$ cat src/rtl/tdpt_pkg.sv
// Shared constants and types for the trial division primality test core.
package tdpt_pkg;

  localparam int unsigned DataWidthDef = 32;

  // Divisor sequence constants: 3 is tried once, then 5, 7, 11, 13, ...
  localparam int unsigned DivisorThree = 3;
  localparam int unsigned DivisorFirst = 5;
  localparam int unsigned DivisorGap   = 2;
  localparam int unsigned DivisorStep  = 6;

  // Status that the divider returns to the sequencer.
  typedef struct packed {
    logic done;         // one-cycle pulse, quotient and remainder are final
    logic rem_zero;     // remainder is zero
    logic quot_ge_div;  // quotient is at least the divisor
  } div_stat_t;

endpackage

$ cat src/rtl/tdpt_div.sv
// Bit-serial restoring divider: one quotient bit per cycle.
module tdpt_div
  import tdpt_pkg::*;
#(
  parameter int unsigned DATA_WIDTH = DataWidthDef
) (
  input  logic                  clk_i,
  input  logic                  rst_ni,
  input  logic                  start_i,
  input  logic [DATA_WIDTH-1:0] dividend_i,
  input  logic [DATA_WIDTH-1:0] divisor_i,
  output div_stat_t             stat_o
);

  localparam int unsigned CntW = $clog2(DATA_WIDTH);

  logic                  busy_q, busy_d;
  logic                  done_q, done_d;
  logic [CntW-1:0]       cnt_q, cnt_d;
  logic [DATA_WIDTH-1:0] rem_q, rem_d;
  logic [DATA_WIDTH-1:0] dvd_q, dvd_d;
  logic [DATA_WIDTH-1:0] dsr_q, dsr_d;
  logic [DATA_WIDTH:0]   trial;
  logic                  fits;

  // The dividend shifts out at the top while quotient bits shift in at the bottom.
  assign trial = {rem_q, dvd_q[DATA_WIDTH-1]};
  assign fits  = trial >= {1'b0, dsr_q};

  always_comb begin
    busy_d = busy_q;
    done_d = 1'b0;
    cnt_d  = cnt_q;
    rem_d  = rem_q;
    dvd_d  = dvd_q;
    dsr_d  = dsr_q;
    if (start_i) begin
      busy_d = 1'b1;
      cnt_d  = '0;
      rem_d  = '0;
      dvd_d  = dividend_i;
      dsr_d  = divisor_i;
    end else if (busy_q) begin
      if (fits) begin
        rem_d = DATA_WIDTH'(trial - {1'b0, dsr_q});
      end else begin
        rem_d = trial[DATA_WIDTH-1:0];
      end
      dvd_d = {dvd_q[DATA_WIDTH-2:0], fits};
      cnt_d = cnt_q + 1'b1;
      if (cnt_q == CntW'(DATA_WIDTH - 1)) begin
        busy_d = 1'b0;
        done_d = 1'b1;
      end
    end
  end

  always_ff @(posedge clk_i or negedge rst_ni) begin
    if (!rst_ni) begin
      busy_q <= 1'b0;
      done_q <= 1'b0;
      cnt_q  <= '0;
    end else begin
      busy_q <= busy_d;
      done_q <= done_d;
      cnt_q  <= cnt_d;
    end
  end

  always_ff @(posedge clk_i) begin
    rem_q <= rem_d;
    dvd_q <= dvd_d;
    dsr_q <= dsr_d;
  end

  assign stat_o.done        = done_q;
  assign stat_o.rem_zero    = (rem_q == '0);
  assign stat_o.quot_ge_div = (dvd_q >= dsr_q);

`ifndef SYNTH
  a_no_start_busy: assert property (@(posedge clk_i) disable iff (!rst_ni)
    !(start_i && busy_q))
    else $error("divider started while busy");
  a_done_pulse: assert property (@(posedge clk_i) disable iff (!rst_ni)
    done_q |=> !done_q)
    else $error("done held longer than one cycle");
  a_rem_below: assert property (@(posedge clk_i) disable iff (!rst_ni)
    done_q |-> (rem_q < dsr_q))
    else $error("final remainder not below divisor");
`endif

endmodule

$ cat src/rtl/trial_division_primality_test_core.sv
// Primality test by trial division with divisors 3 and 6k-1, 6k+1.
//
//  channel  direction  payload (lowest bit up)
//  s_axis   in         tdata: value (DATA_WIDTH, signed), zero pad to bytes
//  m_axis   out        tdata: is_prime (1), zero pad to 8 bits
//
// Each trial divisor costs one pass of the bit-serial divider. Negative values,
// 0..3 and even values are answered without a divider pass. One item is worked
// on at a time; a new item is taken while the previous result waits on m_axis.
// Reset clears the control state; a stalled result holds until taken.
module trial_division_primality_test_core
  import tdpt_pkg::*;
#(
  parameter int unsigned DATA_WIDTH = DataWidthDef
) (
  input  logic                             clk_i,
  input  logic                             rst_ni,
  input  logic                             s_axis_tvalid,
  output logic                             s_axis_tready,
  input  logic [((DATA_WIDTH+7)/8)*8-1:0]  s_axis_tdata,   // value
  output logic                             m_axis_tvalid,
  input  logic                             m_axis_tready,
  output logic [7:0]                       m_axis_tdata    // is_prime
);

  localparam logic [2:0] StIdle = 3'd0;
  localparam logic [2:0] StDiv3 = 3'd1;
  localparam logic [2:0] StDivA = 3'd2;
  localparam logic [2:0] StDivB = 3'd3;
  localparam logic [2:0] StFin  = 3'd4;

  logic [2:0]            state_q, state_d;
  logic [DATA_WIDTH-1:0] n_q, n_d;
  logic [DATA_WIDTH-1:0] d_q, d_d;
  logic                  res_q, res_d;
  logic                  ovalid_q, ovalid_d;
  logic                  oprime_q, oprime_d;
  logic                  accept;
  logic                  div_start;
  logic [DATA_WIDTH-1:0] div_divisor;
  logic [DATA_WIDTH-1:0] div_dividend;
  logic [DATA_WIDTH-1:0] in_value;
  div_stat_t             stat;

  assign in_value      = s_axis_tdata[DATA_WIDTH-1:0];
  assign s_axis_tready = (state_q == StIdle);
  assign accept        = s_axis_tvalid && s_axis_tready;

  // The first pass starts at the accepting edge, before n_q holds the new value.
  assign div_dividend  = (state_q == StIdle) ? in_value : n_q;

  always_comb begin
    state_d     = state_q;
    n_d         = n_q;
    d_d         = d_q;
    res_d       = res_q;
    ovalid_d    = ovalid_q;
    oprime_d    = oprime_q;
    div_start   = 1'b0;
    div_divisor = DATA_WIDTH'(DivisorThree);
    if (m_axis_tready) begin
      ovalid_d = 1'b0;
    end
    unique case (state_q)
      StIdle: begin
        if (accept) begin
          n_d = in_value;
          if (in_value[DATA_WIDTH-1]) begin
            res_d   = 1'b0;
            state_d = StFin;
          end else if (in_value <= DATA_WIDTH'(DivisorThree)) begin
            res_d   = (in_value > DATA_WIDTH'(1));
            state_d = StFin;
          end else if (!in_value[0]) begin
            res_d   = 1'b0;
            state_d = StFin;
          end else begin
            div_start = 1'b1;
            state_d   = StDiv3;
          end
        end
      end
      StDiv3: begin
        if (stat.done) begin
          if (stat.rem_zero) begin
            res_d   = 1'b0;
            state_d = StFin;
          end else begin
            d_d         = DATA_WIDTH'(DivisorFirst);
            div_divisor = DATA_WIDTH'(DivisorFirst);
            div_start   = 1'b1;
            state_d     = StDivA;
          end
        end
      end
      StDivA: begin
        // The quotient n / d doubles as the bound test d <= n / d.
        if (stat.done) begin
          if (!stat.quot_ge_div) begin
            res_d   = 1'b1;
            state_d = StFin;
          end else if (stat.rem_zero) begin
            res_d   = 1'b0;
            state_d = StFin;
          end else begin
            div_divisor = d_q + DATA_WIDTH'(DivisorGap);
            div_start   = 1'b1;
            state_d     = StDivB;
          end
        end
      end
      StDivB: begin
        if (stat.done) begin
          if (stat.rem_zero) begin
            res_d   = 1'b0;
            state_d = StFin;
          end else begin
            d_d         = d_q + DATA_WIDTH'(DivisorStep);
            div_divisor = d_q + DATA_WIDTH'(DivisorStep);
            div_start   = 1'b1;
            state_d     = StDivA;
          end
        end
      end
      StFin: begin
        if (!ovalid_q || m_axis_tready) begin
          ovalid_d = 1'b1;
          oprime_d = res_q;
          state_d  = StIdle;
        end
      end
      default: state_d = StIdle;
    endcase
  end

  always_ff @(posedge clk_i or negedge rst_ni) begin
    if (!rst_ni) begin
      state_q  <= StIdle;
      ovalid_q <= 1'b0;
    end else begin
      state_q  <= state_d;
      ovalid_q <= ovalid_d;
    end
  end

  always_ff @(posedge clk_i) begin
    n_q      <= n_d;
    d_q      <= d_d;
    res_q    <= res_d;
    oprime_q <= oprime_d;
  end

  tdpt_div #(
    .DATA_WIDTH(DATA_WIDTH)
  ) u_div (
    .clk_i      (clk_i),
    .rst_ni     (rst_ni),
    .start_i    (div_start),
    .dividend_i (div_dividend),
    .divisor_i  (div_divisor),
    .stat_o     (stat)
  );

  assign m_axis_tvalid = ovalid_q;
  assign m_axis_tdata  = {7'd0, oprime_q};

`ifndef SYNTH
  a_done_in_div: assert property (@(posedge clk_i) disable iff (!rst_ni)
    stat.done |-> (state_q == StDiv3 || state_q == StDivA || state_q == StDivB))
    else $error("divider finished outside a divide state");
  a_bound_prime: assert property (@(posedge clk_i) disable iff (!rst_ni)
    (state_q == StDivA && stat.done && !stat.quot_ge_div) |=> (state_q == StFin && res_q))
    else $error("passing the square bound did not report prime");
  a_odd_divisor: assert property (@(posedge clk_i) disable iff (!rst_ni)
    (state_q == StDivA || state_q == StDivB) |-> d_q[0])
    else $error("trial divisor is even");
`endif

endmodule

$ cat config.mk
export PLATFORM = sky130hd
export DESIGN_NAME = trial_division_primality_test_core
export DESIGN_NICKNAME = d
export VERILOG_FILES = /design/src/rtl/tdpt_pkg.sv /design/src/rtl/tdpt_div.sv /design/src/rtl/trial_division_primality_test_core.sv
export SDC_FILE = /design/constraint.sdc
export NUM_CORES = 1
export LEC_CHECK = 0
export ABC_AREA = 1
export BUFFER_PORTS_ARGS = -buffer_cell sky130_fd_sc_hd__buf_2
export CAP_MARGIN = 20
export CORE_MARGIN = 2
export CORE_UTILIZATION = 35
export DETAILED_ROUTE_END_ITERATION = 6
export GPL_ROUTABILITY_DRIVEN = 0
export HOLD_SLACK_MARGIN = 0.06
export MAX_ROUTING_LAYER = met4
export PLACE_DENSITY = 0.54
export SLEW_MARGIN = 10
export SYNTH_ARGS = -nofsm -noshare
export SYNTH_HDL_FRONTEND = slang
export SYNTH_SLANG_ARGS = --single-unit
$ cat constraint.sdc
create_clock -name clk_i -period 3.9 [get_ports clk_i]
set_input_delay 0.78 -clock clk_i [delete_from_list [all_inputs] [get_ports clk_i]]
set_output_delay 0.78 -clock clk_i [all_outputs]
set_load 0.05 [all_outputs]
Word-level counts from Yosys, hierarchy flattened

Index checks and enable logic that the tools add are counted.

Bits in registers: 173
Input bits: 36
Output and inout port bits: 10
Word-level logic and storage cells: 105

$add $sub $neg: 4
$lt $le $gt $ge: 4
Equality and inequality tests: 14
Multiplexer cells: 57
Reduce and logical (&&, ||, !) cells: 14

Operators by type and width:

| operator              | count |
|---|---|
| $mux 32               | 13 |
| $pmux 32 s3           | 1 |
| $pmux 32 s2           | 1 |
| $mux 3                | 12 |
| $ge 33x32->1          | 1 |
| $add 32x2->32 const B | 1 |
| $add 32x3->32 const B | 1 |
| $ge 32x32->1          | 1 |
| $gt 32x1->1 const B   | 1 |
| $le 32x2->1 const B   | 1 |
| $logic_not 32->1      | 1 |
| $sub 32x32->32        | 1 |
| $mux 1                | 25 |
| $pmux 3 s4            | 1 |
| $mux 5                | 2 |
| $ne 2x1->1 const B    | 5 |
| $reduce_and 5->1      | 2 |
| $eq 3x2->1 const B    | 2 |
| $ne 2x2->1 const B    | 3 |
| $pmux 1 s3            | 2 |
| $add 5x1->5 const B   | 1 |
| $eq 5x5->1 const B    | 1 |
| $ne 4x2->1 const B    | 1 |
| $reduce_and 2->1      | 2 |
| 10 further kinds      | 11 |

Logic depth before layout (Yosys ltp)

Gate-level depths: netlist of run 1.

Depth in word-level cells: 6
Gate-level depth with buffers: 17
Gate-level depth less buffers: 17

Modules after synthesis

From an unflattened synthesis of run 1, not the netlist that was laid out.

Cells, all modules: 1775
Area total of the unflattened synthesis: 12502.0 sq um

By module, submodules not included:

| module                             | times used | cells each | area an instance (sq um) | seq. area each (sq um) |
|---|---|---|---|---|
| tdpt_div                           | 1          | 1096       | 7689.9                   | 2737.6 |
| trial_division_primality_test_core | 1          | 679        | 4812.1                   | 2052.0 |

Worst setup path after synthesis of run 1

Ideal clock, no wire load.

Path type: input port to flip-flop
Start: input port s_axis_tvalid
End: register u_div.dvd_q[0] (enable)
Setup time: 0.389 ns
Arrival: 3.670 ns
Data required time: 3.511 ns
Setup slack: -0.160 ns
Stages: 8
Path buffers: 2
Cell sequence: inv_1 -> nor2_1 -> inv_2 -> nor2_1 -> a21oi_4 -> buf_4 -> buf_4 -> nand2_1

Cells in the longest elaborated chain, start to end: 4

Ends and longest elaborated chain:

| what                               | line                                     | source |
|---|---|---|
| start, declared                    | trial_division_primality_test_core.sv:18 | `input logic s_axis_tvalid,` |
| $logic_and 1x1->1                  | trial_division_primality_test_core.sv:47 | `assign accept = s_axis_tvalid && s_axis_tready;` |
| $mux 1                             | trial_division_primality_test_core.sv:66 | `if (accept) begin` |
| $pmux 1 s3                         | trial_division_primality_test_core.sv:64 | `unique case (state_q)` |
| $reduce_bool 2->1 (no source line) | n/a                                      |  |
| end signal, assigned               | tdpt_div.sv:72                           | `dvd_q <= dvd_d;` |
| end, declared                      | tdpt_div.sv:21                           | `logic [DATA_WIDTH-1:0] dvd_q, dvd_d;` |

Every way passes these cells.
A chain may end at the register's enable or synchronous reset.

Final worst setup path of run 1

Start: register u_div.dsr_q[31]
End: register u_div.dsr_q[2], data pin

Cells in the longest elaborated chain, start to end: 4

Ends and longest elaborated chain:

| what                   | line                                     | source |
|---|---|---|
| start, declared        | tdpt_div.sv:22                           | `logic [DATA_WIDTH-1:0] dsr_q, dsr_d;` |
| start signal, assigned | tdpt_div.sv:73                           | `dsr_q <= dsr_d;` |
| $ge 32x32->1           | tdpt_div.sv:78                           | `assign stat_o.quot_ge_div = (dvd_q >= dsr_q);` |
| $mux 32                | trial_division_primality_test_core.sv:99 | `if (!stat.quot_ge_div) begin` |
| $mux 32                | trial_division_primality_test_core.sv:98 | `if (stat.done) begin` |
| $pmux 32 s3            | trial_division_primality_test_core.sv:64 |  |

Every way passes these cells.

==> impl_metrics.toml, run 1 <==
[synthesis]
yosysWarningCount = 0
ys_types = 52
yosysSeqAreaShare = 0.381
synthCells = 1759
synth-seq-cells = 172
synth_edf_count = 129
synthFlopType = "edfxtp_1"
syn_area_per_cell_um2 = 7.14
synthArstFlopShare = 0.0640
syn_area_um2 = 12600

[sta]
drv_slew = 0
rsz0062_at_grt = "false"
final_hold_viol_count = 0
period_needed_ns = 3.44
worst_slack_ns = 0.464
slew_headroom = 0.431
worst-slew-pin-transition_ns = 0.852
hold_ws_ns = 0.195
fin_crit_sh = 0.881
tns_ns = 0
setup-violations-final = 0
clock.fmax_mhz = 291
skew_ns = 0.0163

[clock_tree]
postCtsSetupBuffers = 0
worstSkewPairLatency_ns = 0.44
numCtsBuffers = 17
clk_path_buf_depth = 2
ctsResizeCount = 0
cts.sinks = 172
tritoncts = "built"
clk_pin_slew_ns = 0.08
cts_max_level = 4
cts-root-buf = "clkbuf_16"
postCtsHoldBufs = 0

[place]
place_area_um2 = 13200
dpl.hpwl_um = 28200
dp_slack_ns = 0.529
io_buffers = 38
place_inst = 2227

[worst_setup_path]
worst_ep_arrival_time_ns = 3.56
required_ns = 4.02
crit_type = "flip-flop to flip-flop"
worstSetupStartpointType = "flip-flop"
cp-end-kind = "flip-flop"
cp_max_fo = 16

[global_routing]
grt_usage = 0.198
grt_pass1_vias = 10600
grt_pass1_wl_um = 56900
grt_max_degree = 86
grt_antenna_before_repair = 0
grt_overflow = 0

[final_layout]
layoutNonFillerInstCount = 2259
final_cell_mix = "nand2_1, inv_1, nand3_1, nor2_1, edfxtp_1"
nets = 1890
layout-drive-gt1-share = 0.0940
fillers = 3763
syn_to_final_growth_pct = 9.88
utilization = 0.389
postLayoutCellArea_um2 = 13800
final_common_cell = "nand2_1"
antenna_cells = 0

[drt]
detail-route-antenna-nets = 0
vias = 11100
firstDrtPassIters = 5
routedWlPerCell_um = 15.9
drcViolationCount = 0
finalWirelength_um = 36000
dr.first_iter.drc_count = 787
routed_via_density = 4.92

[floorplan]
pin_count = 46
dieArea_um2 = 37400
die_y_um = 193
initial_core_util = 0.354
placeableCoreArea_um2 = 35500
dieWidth_um = 193
fp-row-count = 69

[status]
status = "finished, final reports clean"

[power]
p_leak_nw = 6.89
powerDensity_nw_per_um2 = 695
vdd_ir_drop_max_uv = 592
total_power_mw = 9.59

[run]
max_cap_violations = 0

[min_path]
hp-class = "primary input to async pin"
[cell usage after synthesis, types with 11 or more instances]
| cell | n | area share |
|---|---|---|
| nand2_1 | 602 | 0.18 |
| inv_1 | 236 | 0.070 |
| nand3_1 | 139 | 0.055 |
| nor2_1 | 137 | 0.041 |
| edfxtp_1 | 129 | 0.31 |
| ha_1 | 68 | 0.068 |
| o21ai_0 | 57 | 0.023 |
| a21oi_1 | 46 | 0.018 |
| xor2_1 | 43 | 0.030 |
| dfxtp_1 | 32 | 0.051 |
| nand2_2 | 28 | 0.014 |
| nand4_1 | 28 | 0.014 |
| inv_2 | 21 | 0.0063 |
| nor3_1 | 20 | 0.0080 |
| o21ai_1 | 18 | 0.0072 |
| buf_2 | 17 | 0.0068 |
| clkbuf_1 | 17 | 0.0051 |
| nor2_2 | 13 | 0.0065 |
| buf_4 | 12 | 0.0072 |
| dfrtp_1 | 11 | 0.022 |
| xnor2_1 | 11 | 0.0077 |
[per-layer routing]
metal  vias up  part of all wire  track usage
li1       5665                 -            -
met1      5127              0.48        0.271
met2       262              0.44        0.305
met3        62             0.045       0.0262
met4         0             0.028       0.0642
met5         -                 0            -
[sequential cells by signal, indices dropped and copies added (netlist names)]
signal         flops
res_q              1
n_q               32
u_div.done_q       1
d_q               31
state_q            3
u_div.dvd_q       32
u_div.dsr_q       32
u_div.rem_q       32
u_div.cnt_q        5
u_div.busy_q       1
m_axis_tvalid      1
oprime_q           1
[worst paths after layout]
kind / depth (start not counted) / slack [ns] / from / endpoint
setup / recovery: 11 / 0.46 / u_div.dsr_q[31]$_SDFFCE_PP0P_ / u_div.dsr_q[2]$_SDFFCE_PP0P_
hold / removal: 1 / 0.20 / rst_ni / state_q[2]$_DFFE_PN0P_
setup reg to reg: 11 / 0.46 / u_div.dsr_q[31]$_SDFFCE_PP0P_ / u_div.dsr_q[2]$_SDFFCE_PP0P_
hold reg to reg: 2 / 0.50 / u_div.rem_q[1]$_SDFFE_PP0P_ / u_div.rem_q[1]$_SDFFE_PP0P_
max in group asynchronous: 1 / 3.48 / rst_ni / u_div.cnt_q[0]$_DFFE_PN0P_
min in group clk_i: 2 / 0.50 / u_div.rem_q[1]$_SDFFE_PP0P_ / u_div.rem_q[1]$_SDFFE_PP0P_
[final cells by class]
cell class / instances / area (um^2) / area share
multi-input cells: 1282 / 6540 / 0.474
flip-flops and latches: 172 / 4790 / 0.347
inverters: 261 / 980 / 0.0710
well taps: 461 / 577 / 0.0418
clock buffers: 18 / 429 / 0.0311
repair buffers: 51 / 313 / 0.0227
clock inverters: 14 / 179 / 0.0130
[power breakdown]
part / total, mW / internal, mW / switching, mW
clock: 1.77 / 0.974 / 0.794
sequential: 3.00 / 2.60 / 0.405
combinational: 4.82 / 1.63 / 3.19
total: 9.59 / 5.20 / 4.39
[cell families (layout without fill, tap and decap cells)]
kind of cell	count (synthesis)	count (layout)	synth area share
AOI/OAI and AO/OA	151	151	0.0673
xor gates and xnor gates	54	54	0.0376
adders and majority gates	69	69	0.0693
buffers and inverters	311	344	0.101
DFF	172	172	0.381
other	2	8	0.000598
and+or+nand+nor	1000	1000	0.343
[worst max-delay path: stages, from the launching register on]
cell and delay [ns]:
edfxtp_1 0.36, inv_1 0.21, ha_1 0.29, a21oi_1 0.15, o21a_1 0.13, nand2_1 0.06
a21oi_1 0.24, nand2_1 0.17, nand2_1 0.46, inv_1 0.19, nand2_1 0.52, o21ai_0 0.32
Power figures use the tool's default switching activity.
==> inputs of run 2 (changes only) <==
- PLACE_DENSITY: 0.54 -> default
==> run 2 against run 1 <==
Clock skew grew 0.0052 ns. Combinational power about the same. Fmax rose by 17%. Critical path type unchanged. Largest cell class unchanged. Highest routed layer unchanged.
==> impl_metrics.toml, run 2 (synthesized netlist as in run 1, its figures left out) <==
[status]
status = "finished, final reports clean"

[drt]
drt-met1-wl_um = 16400
routedWlPerCell_um = 15.7
wl_met3_um = 1860
finalWirelength_um = 35500
drcViolationCount = 0
routed_via_density = 4.96
detail-route-antenna-nets = 0
wl_met2_um = 16200
vias = 11200
firstDrtPassIters = 6
dr.first_iter.drc_count = 998
top_layer = "met4"

[floorplan]
fp-row-count = 69
dieWidth_um = 193
die_y_um = 193
dieArea_um2 = 37400
initial_core_util = 0.354
placeableCoreArea_um2 = 35500
pin_count = 46

[worst_setup_path]
r2r_end = "u_div.rem_q[17]$_SDFFE_PP0P_"
cpLargestDelayFamily = "simple AND/OR/NAND/NOR gates"
crit_path_cell_trace = "inv_1 > ha_1 > nand2_1 > nor2_2 > nand2_1 > nor2_2 > nand3_1 > o21ai_2 > nor2_4 > nand2_8 > nand2_1 > nand2_1 > nand3_1 > nand2_1"
cpMostUsedCell = "nand2_1"
cp-end-kind = "flip-flop"
slowest_stage = "nor2_4"
rr_startpoint = "u_div.dsr_q[9]$_SDFFCE_PP0P_"
cp_num_buf_inv = 1
required_ns = 4.22
cp-startpoint = "u_div.dsr_q[9]$_SDFFCE_PP0P_"
crit_type = "flip-flop to flip-flop"
rrSetupSlack_ns = 0.97
cp_slowest_stage_delay_ns = 0.46
r2r_cells = 14
worstSetupStartpointType = "flip-flop"
cp_max_fo = 30
worst_ep_arrival_time_ns = 3.25

[power]
power_frac_seq = 0.316
p_leak_nw = 6.90
power.net_switching_mw = 4.50
p_int_mw = 5.10
vdd_ir_drop_max_uv = 439
powerDensity_nw_per_um2 = 694
combPwrFrac = 0.503
switching_share = 0.469
p_clk_frac = 0.181

[sta]
tns_ns = 0
rsz0062_at_grt = "false"
slew_headroom = 0.388
final_hold_viol_count = 0
setup-violations-final = 0
clock.fmax_mhz = 341
fin_crit_sh = 0.751
skew_ns = 0.0215
drv_slew = 0
worst-slew-pin-transition_ns = 0.917
period_needed_ns = 2.93

[final_layout]
layout-drive-gt1-share = 0.0976
syn_to_final_growth_pct = 10.0
final_cell_mix = "nand2_1, inv_1, nand3_1, nor2_1, edfxtp_1"
nets = 1895
layoutNonFillerInstCount = 2264
antenna_cells = 0
final_common_cell = "nand2_1"
fillers = 3731

[min_path]
hp-class = "primary input to async pin"

[place]
dpl.hpwl_um = 27900
place_inst = 2231
io_buffers = 38

[global_routing]
grt_antenna_before_repair = 0
grt_max_degree = 64
grt_overflow = 0
grt_pass1_vias = 10600
grt_usage = 0.197
grt_pass1_wl_um = 56800

[clock_tree]
cts_max_level = 4
clk_path_buf_depth = 2
worstSkewPairLatency_ns = 0.45
ctsResizeCount = 0
clk_pin_slew_ns = 0.08
cts.sinks = 172
postCtsSetupBuffers = 0
tritoncts = "built"
numCtsBuffers = 17
cts-root-buf = "clkbuf_16"
postCtsHoldBufs = 0

[run]
max_cap_violations = 0
## run 2: cell types whose count changed in the layout (fill, tap and decap cells not counted), sizes merged
cell | previous run | this run
buf | 51 | 56
bufinv | 2 | 0
clkinv | 9 | 11
clkbuf | 18 | 17
clkinvlp | 0 | 1
## run 2: worst max path at each step
stage	end	slack (ns)	depth (start not counted)
finish	u_div.rem_q[17]$_SDFFE_PP0P_	0.97	14
global placement	u_div.dsr_q[11]$_SDFFCE_PP0P_	0.74	10
CTS	u_div.dsr_q[27]$_SDFFCE_PP0P_	0.92	11
detailed placement	u_div.dsr_q[11]$_SDFFCE_PP0P_	0.68	10
global route	u_div.rem_q[13]$_SDFFE_PP0P_	0.81	12
floorplan	u_div.dvd_q[0]$_DFFE_PP_	0.38	8
## run 2: metrics by stage
step	util	hold WS, ns	area (um^2)	power [mW]	worst slack, ns
2_1_floorplan	-	0.426	12600	6.66	0.384
3_3_place_gp	0.372	0.488	13200	7.76	0.740
3_5_place_dp	0.372	0.477	13200	7.86	0.676
4_1_cts	0.389	0.198	13800	9.61	0.918
5_1_grt	0.390	0.211	13800	10.4	0.814
6_report	0.390	0.205	13800	9.59	0.969
## run 2: power groups by stage
stage	combinational (mW)	clock, mW	sequential [mW]
floorplan	3.77	0	2.88
global placement	4.70	0	3.06
detailed placement	4.79	0	3.06
CTS	4.81	1.77	3.03
global route	5.50	1.84	3.09
finish	4.82	1.73	3.04
## run 2: area by class of cell
class                   instances  area (um^2)  area share
clock buffers                  17          425      0.0308
clock inverters                15          169      0.0122
inverters                     261          980      0.0709
multi-input cells            1282         6540       0.473
flip-flops and latches        172         4790       0.346
well taps                     461          577      0.0417
repair buffers                 56          345      0.0250
## run 2: routing by layer
metal	vias to the layer above	GRT usage
met3	50	0.0277
met5	-	-
met4	0	0.0670
met2	294	0.309
li1	5676	-
met1	5209	0.261
